===== src/iss_pkg.sv =====
// iss_pkg: constants and types for the interval schedule selector
// no dependencies; imported by interval_schedule_selector
`timescale 1ns / 1ps
`default_nettype none
package iss_pkg;

  // store capacity and stored time width
  localparam int MAX_ACTIVITIES = 64;
  localparam int TIME_BITS      = 16;

  // derived widths
  localparam int ADDR_W  = (MAX_ACTIVITIES > 1) ? $clog2(MAX_ACTIVITIES) : 1;
  localparam int CNT_W   = $clog2(MAX_ACTIVITIES + 1);

  // port field widths
  localparam int FIELD_W = 16;

  // one stored activity, finish in the upper half
  typedef struct packed {
    logic [TIME_BITS-1:0] finish;
    logic [TIME_BITS-1:0] start;
  } entry_t;

endpackage
`default_nettype wire


===== src/interval_schedule_selector.sv =====
// interval_schedule_selector: insertion-sorted activity store and greedy selection
// depends on iss_pkg; the store is a single-port-write memory inside this module
// insert: a read and a compare step per stored entry with a later finish, then a write;
// one input beat is taken per insert walk, as the walk goes entry by entry through
// the single read port of the activity memory
// results: after the last input beat, each output beat is read, built and held until taken
// reset: rst_n synchronous active low clears count, flags and handshakes; memory is not
// cleared, only entries below the count are ever read
`timescale 1ns / 1ps
`default_nettype none
module interval_schedule_selector
  import iss_pkg::*;
(
  input  wire logic        clk,
  input  wire logic        rst_n,
  // input channel
  input  wire logic        in_tvalid,
  output logic             in_tready,
  input  wire logic [31:0] in_tdata,   // [15:0] start_time, [31:16] finish_time
  input  wire logic        in_tlast,   // last_item
  // result channel
  output logic             out_tvalid,
  input  wire logic        out_tready,
  output logic [31:0]      out_tdata,  // [15:0] start_out, [31:16] finish_out
  output logic [1:0]       out_tuser,  // [0] chosen, [1] overflow
  output logic             out_tlast   // last_out
);

  typedef enum logic [6:0] {
    S_IDLE = 7'b0000001,
    S_RD   = 7'b0000010,
    S_CMP  = 7'b0000100,
    S_WR   = 7'b0001000,
    S_ERD  = 7'b0010000,
    S_EDAT = 7'b0100000,
    S_EOUT = 7'b1000000
  } state_t;

  state_t               state_r, state_nxt;
  logic [CNT_W-1:0]     count_r, count_nxt;
  logic [ADDR_W-1:0]    pos_r, pos_nxt;
  logic [ADDR_W-1:0]    k_r, k_nxt;
  entry_t               new_r, new_nxt;
  logic                 last_r, last_nxt;
  logic                 ovf_r, ovf_nxt;
  logic                 any_r, any_nxt;
  logic [TIME_BITS-1:0] lastfin_r, lastfin_nxt;

  logic                 ov_r, ov_nxt;
  logic [31:0]          od_r, od_nxt;
  logic [1:0]           ou_r, ou_nxt;
  logic                 ol_r, ol_nxt;

  // activity memory
  entry_t               mem [MAX_ACTIVITIES];
  entry_t               rd_data_r;
  logic [ADDR_W-1:0]    rd_addr;
  logic                 wr_en;
  logic [ADDR_W-1:0]    wr_addr;
  entry_t               wr_data;

  logic                 in_acc;
  logic                 pick;
  logic                 at_end;

  assign in_tready  = (state_r == S_IDLE);
  assign in_acc     = in_tvalid && in_tready;
  assign out_tvalid = ov_r;
  assign out_tdata  = od_r;
  assign out_tuser  = ou_r;
  assign out_tlast  = ol_r;

  // greedy rule and end of run
  assign pick   = !any_r || (rd_data_r.start >= lastfin_r);
  assign at_end = ((CNT_W'(k_r) + CNT_W'(1)) == count_r);

  // memory ports
  always_ff @(posedge clk) begin
    if (wr_en) begin
      mem[wr_addr] <= wr_data;
    end
    rd_data_r <= mem[rd_addr];
  end

  // next state and datapath
  always_comb begin
    state_nxt   = state_r;
    count_nxt   = count_r;
    pos_nxt     = pos_r;
    k_nxt       = k_r;
    new_nxt     = new_r;
    last_nxt    = last_r;
    ovf_nxt     = ovf_r;
    any_nxt     = any_r;
    lastfin_nxt = lastfin_r;
    ov_nxt      = ov_r;
    od_nxt      = od_r;
    ou_nxt      = ou_r;
    ol_nxt      = ol_r;
    wr_en       = 1'b0;
    wr_addr     = pos_r;
    wr_data     = new_r;
    rd_addr     = (state_r == S_ERD) ? k_r : (pos_r - ADDR_W'(1));

    unique case (state_r)
      S_IDLE: begin
        if (in_acc) begin
          new_nxt.start  = TIME_BITS'(in_tdata[FIELD_W-1:0]);
          new_nxt.finish = TIME_BITS'(in_tdata[2*FIELD_W-1:FIELD_W]);
          last_nxt       = in_tlast;
          pos_nxt        = ADDR_W'(count_r);
          k_nxt          = '0;
          if (count_r >= CNT_W'(MAX_ACTIVITIES)) begin
            // store full, drop the activity
            ovf_nxt   = 1'b1;
            state_nxt = in_tlast ? S_ERD : S_IDLE;
          end else if (count_r == '0) begin
            state_nxt = S_WR;
          end else begin
            state_nxt = S_RD;
          end
        end
      end
      S_RD: begin
        state_nxt = S_CMP;
      end
      S_CMP: begin
        if (rd_data_r.finish > new_r.finish) begin
          // shift the later entry up one place
          wr_en   = 1'b1;
          wr_data = rd_data_r;
          pos_nxt = pos_r - ADDR_W'(1);
          state_nxt = (pos_r == ADDR_W'(1)) ? S_WR : S_RD;
        end else begin
          wr_en     = 1'b1;
          count_nxt = count_r + CNT_W'(1);
          state_nxt = last_r ? S_ERD : S_IDLE;
        end
      end
      S_WR: begin
        wr_en     = 1'b1;
        count_nxt = count_r + CNT_W'(1);
        state_nxt = last_r ? S_ERD : S_IDLE;
      end
      S_ERD: begin
        state_nxt = S_EDAT;
      end
      S_EDAT: begin
        // build the result beat
        ov_nxt = 1'b1;
        od_nxt = {FIELD_W'(rd_data_r.finish), FIELD_W'(rd_data_r.start)};
        ou_nxt = {ovf_r, pick};
        ol_nxt = at_end;
        if (pick) begin
          any_nxt     = 1'b1;
          lastfin_nxt = rd_data_r.finish;
        end
        state_nxt = S_EOUT;
      end
      S_EOUT: begin
        if (out_tready) begin
          ov_nxt = 1'b0;
          if (at_end) begin
            count_nxt   = '0;
            any_nxt     = 1'b0;
            lastfin_nxt = '0;
            ovf_nxt     = 1'b0;
            state_nxt   = S_IDLE;
          end else begin
            k_nxt     = k_r + ADDR_W'(1);
            state_nxt = S_ERD;
          end
        end
      end
      default: begin
        state_nxt = S_IDLE;
      end
    endcase
  end

  // control registers
  always_ff @(posedge clk) begin
    if (!rst_n) begin
      state_r   <= S_IDLE;
      count_r   <= '0;
      ovf_r     <= 1'b0;
      any_r     <= 1'b0;
      lastfin_r <= '0;
      ov_r      <= 1'b0;
    end else begin
      state_r   <= state_nxt;
      count_r   <= count_nxt;
      ovf_r     <= ovf_nxt;
      any_r     <= any_nxt;
      lastfin_r <= lastfin_nxt;
      ov_r      <= ov_nxt;
    end
  end

  // payload registers
  always_ff @(posedge clk) begin
    pos_r  <= pos_nxt;
    k_r    <= k_nxt;
    new_r  <= new_nxt;
    last_r <= last_nxt;
    od_r   <= od_nxt;
    ou_r   <= ou_nxt;
    ol_r   <= ol_nxt;
  end

`ifndef SYNTHESIS
  // a result beat is only presented while waiting for the sink
  a_out_state: assert property (@(posedge clk) disable iff (!rst_n)
    out_tvalid |-> (state_r == S_EOUT))
    else $error("result beat outside the output state");

  // the stored count never passes capacity
  a_count_cap: assert property (@(posedge clk) disable iff (!rst_n)
    count_r <= CNT_W'(MAX_ACTIVITIES))
    else $error("activity count beyond capacity");

  // the last result beat closes the run and frees the store
  a_run_close: assert property (@(posedge clk) disable iff (!rst_n)
    (out_tvalid && out_tready && out_tlast) |=> (count_r == '0) && in_tready)
    else $error("run not closed after last result");

  // a run emits results only with a non-empty store
  a_emit_nonempty: assert property (@(posedge clk) disable iff (!rst_n)
    (state_r == S_ERD) |-> (count_r != '0))
    else $error("emitting from an empty store");
`endif

endmodule
`default_nettype wire

===== config.mk =====
export PLATFORM = sky130hd
export DESIGN_NAME = interval_schedule_selector
export DESIGN_NICKNAME = d
export VERILOG_FILES = /design/src/iss_pkg.sv /design/src/interval_schedule_selector.sv
export SDC_FILE = /design/constraint.sdc
export NUM_CORES = 2
export LEC_CHECK = 0
export ABC_AREA = 0
export BUFFER_PORTS_ARGS = -buffer_cell sky130_fd_sc_hd__buf_2
export CELL_PAD_IN_SITES_DETAIL_PLACEMENT = 2
export CELL_PAD_IN_SITES_GLOBAL_PLACEMENT = 2
export CORE_UTILIZATION = 47
export DETAILED_ROUTE_END_ITERATION = 10
export PLACE_DENSITY_LB_ADDON = 0.1
export SYNTH_ARGS = -nofsm -noshare
export SYNTH_HDL_FRONTEND = slang
export SYNTH_SLANG_ARGS = --single-unit
export TNS_END_PERCENT = 50

===== constraint.sdc =====
create_clock -name clk -period 6.75 [get_ports clk]
set_input_delay 1.35 -clock clk [delete_from_list [all_inputs] [get_ports clk]]
set_output_delay 1.35 -clock clk [all_outputs]
set_load 0.01 [all_outputs]

==> flow_metrics.env <==
export IMPL_placedInstanceArea_sq_um=89700
export IMPL_die_w_um=428.5
export IMPL_yosys_top_cells_count="2128 x edfxtp_1, 1222 x nand2_1, 374 x nand3_1, 166 x clkbuf_1, 165 x a21oi_1"
export IMPL_gp_congestion=0.8456
export IMPL_synth_compound_area_share_pct=5.746
export IMPL_finalCriticalPeriod_ns=5.456
export IMPL_synth_area_mux_share_pct=5.663
export IMPL_layout_cells_non_filler=8278
export IMPL_ir_drop_uv=359.1
export IMPL_ys_seq_area_share_pct=76.25
export IMPL_syn_nets=5608
export IMPL_nNetsFinal=5772
export IMPL_drive_above_1_share_pct=14.86
export IMPL_portBuffers=73
export IMPL_finalSetupViolCount=0
export IMPL_core_sq_um=180700
export IMPL_synth_top_family_by_area="simple AND/OR/NAND/NOR gates"
export IMPL_initial_utilization_pct=47.31
export IMPL_synth_avg_cell_area_sq_um=15.45
export IMPL_fp_row_count=156
export IMPL_wl_per_cell_um=41.29
export IMPL_antenna_found_initial=19
export IMPL_rsz0062_at_grt="false"
export IMPL_path_clk_slew_ns=0.07
export IMPL_ff2ff_setup_slack_ns=1.29
export IMPL_cts_max_path_buffers=3
export IMPL_hold_path_class="reg -> reg"
export IMPL_die_h_um=428.5
export IMPL_maxCapViolations=0
export IMPL_stdcell_area_sq_um=97090
export IMPL_holdWs_ns=0.4521
export IMPL_path_class="reg -> reg"
export IMPL_global_route_usage_met1_pct=45.82
export IMPL_dp_cells=7841
export IMPL_hold_depth=0
export IMPL_reg2regPathDepth=11
export IMPL_drt_pass1_iter_count=6
export IMPL_synth_top_cell_area_share_pct=74.73
export IMPL_grt_usage_pct=37.14
export IMPL_hpwl_um=198400
export IMPL_yosys_cell_count_top_type="edfxtp_1"
export IMPL_synth_ff_type="edfxtp_1"
export IMPL_yosys_cell_types_count=75
export IMPL_area_growth_pct=13.54
export IMPL_reg2reg_to="rd_data_r[6]"
export IMPL_setup_tns_final_ns=0
export IMPL_max_freq_mhz=183.3
export IMPL_synthCells=5534
export IMPL_top_usage_layer="met2"
export IMPL_synthAdderAreaFrac_pct=0.5414
export IMPL_synth_xor_area_share_pct=0.2209
export IMPL_synth_area_leader_cell="edfxtp_1"
export IMPL_arrival_ns=6.17
export IMPL_ys_seq_elements=2193
export IMPL_holdBufCountCts=0
export IMPL_cts_buffers=224
export IMPL_met3_usage_pct=6.949
export IMPL_netlist_top_cells_area="edfxtp_1 75%, nand2_1 5.4%, mux4_2 3.4%"
export IMPL_slew_violations=0
export IMPL_p_leak_nw=31.97
export IMPL_cts_resized_gates=0
export IMPL_post_cts_buffers=0
export IMPL_globalRouteOverflowTotal=0
export IMPL_htree_levels=4
export IMPL_hold_end="out_tuser[1]"
export IMPL_synth_edf_count=2128
export IMPL_grt_max_degree=109
export IMPL_dieArea_sq_um=183700
export IMPL_powerDensity_nw_per_um2=427.3
export IMPL_avgViaCountPerCell=6.654
export IMPL_crit_required_ns=7.46
export IMPL_drcViolationCount=0
export IMPL_yosys_area_share_simple_pct=9.421
export IMPL_finalCritPeriodShare_pct=80.83
export IMPL_drt_wl_total_um=341800
export IMPL_drtIter0Drc=6484
export IMPL_cts_root_buffer="clkbuf_16"
export IMPL_fin_ws_ns=1.294
export IMPL_min_from="ovf_r"
export IMPL_first_global_vias=59220
export IMPL_grt_pass1_wl_um=474000
export IMPL_cts_tree="done"
export IMPL_syn_cell_area_sq_um=85510
export IMPL_vias=55080
export IMPL_hold_viol=0
export IMPL_clk_latency_ns=0.88
export IMPL_cp_start_kind="flop"
export IMPL_crit_fanout=40
export IMPL_dp_slack_ns=1.075
export IMPL_endpoint_kind="flop"
export IMPL_worst_pin_slew_ns=1.436
export IMPL_ys_warn_count=0
export IMPL_ant_nets=0
export IMPL_grtUsageMet2_pct=61.99
export IMPL_status="complete, no violations"
export IMPL_relSlewSlack_pct=4.244
export IMPL_skew_ns=0.03771
export IMPL_r2r_start="pos_r[0]"
export IMPL_cts_sinks=2193
export IMPL_synthArstFlopShare_pct=0
export IMPL_ios=74
[worst max path at each step]
stage | startpoint | end | cells after the start
2_1_floorplan | state_r[2] | lastfin_r[10] | 6
3_3_place_gp | pos_r[0] | rd_data_r[9] | 9
3_5_place_dp | pos_r[0] | rd_data_r[6] | 9
4_1_cts | pos_r[0] | rd_data_r[6] | 9
5_1_grt | pos_r[0] | rd_data_r[15] | 9
6_report | pos_r[0] | rd_data_r[6] | 11
[cell usage in the layout (no fill, tap or decap), drive strengths merged, types with 46 or more instances in the layout]
master	n
a211oi	47
a21oi	166
a31oi	152
and3	72
buf	275
clkbuf	276
clkinv	107
dfxtp	65
edfxtp	2128
inv	55
mux2i	162
mux4	128
nand2	1223
nand3	374
nand4	46
nor2	95
o2111ai	49
[area by class of cell]
type,count,area [sq um]
sequential,2193,65200
clock buffer,275,5961
timing repair buffer,276,2132
antenna,14,35.03
fill,16040,83650
clock inverter,147,1388
multi-input combinational,2957,19240
tap,2370,2965
inverter,46,172.7
[cell families after synthesis]
logic type      after synthesis
flops                      2193
simple gates               1881
compound gates              699
buf+inv                     384
mux                         320
fa+ha+maj                    37
xor+xnor                     20
[power breakdown]
group          switching (mW)  leakage (nW)  internal [mW]
combinational            9.02          8.67           3.07
sequential              0.630          19.7           16.0
clock                    5.62          3.62           7.18
[sequential cells by signal, indices dropped and copies added, names as in the netlist]
signal,flops
any_r,1
count_r,7
k_r,6
last_r,1
lastfin_r,16
mem,2048
new_r,32
out_tdata,32
out_tlast,1
out_tuser,2
out_tvalid,1
ovf_r,1
pos_r,6
rd_data_r,32
state_r,7
[per-stage QoR]
stage	power [mW]	utilization, %
final	41.49	53.72
after global routing	42.26	53.70
after CTS	41.38	53.70
after floorplan	22.63	-
after detailed placement	28.53	49.63
after global placement	27.94	49.62
[worst max-delay path, cell delays in order (launching register included)]
cell       delay, ns
edfxtp_1        0.75
clkinv_1        0.42
ha_1            0.40
xnor2_1         0.24
o21ai_4         0.52
nand2_4         0.51
buf_4           0.48
a211oi_1        0.46
a31oi_1         0.14
o2111a_1        0.29
a2111oi_0       0.88
a211oi_1        0.14
[layer usage]
| layer | share of wire (%) | vias up |
|---|---|---|
| li1 | - | 21680 |
| met1 | 37 | 29610 |
| met2 | 49 | 2970 |
| met3 | 8.0 | 820 |
| met4 | 6.2 | 10 |
| met5 | 0.027 | - |
Power figures use the tool's default switching activity.
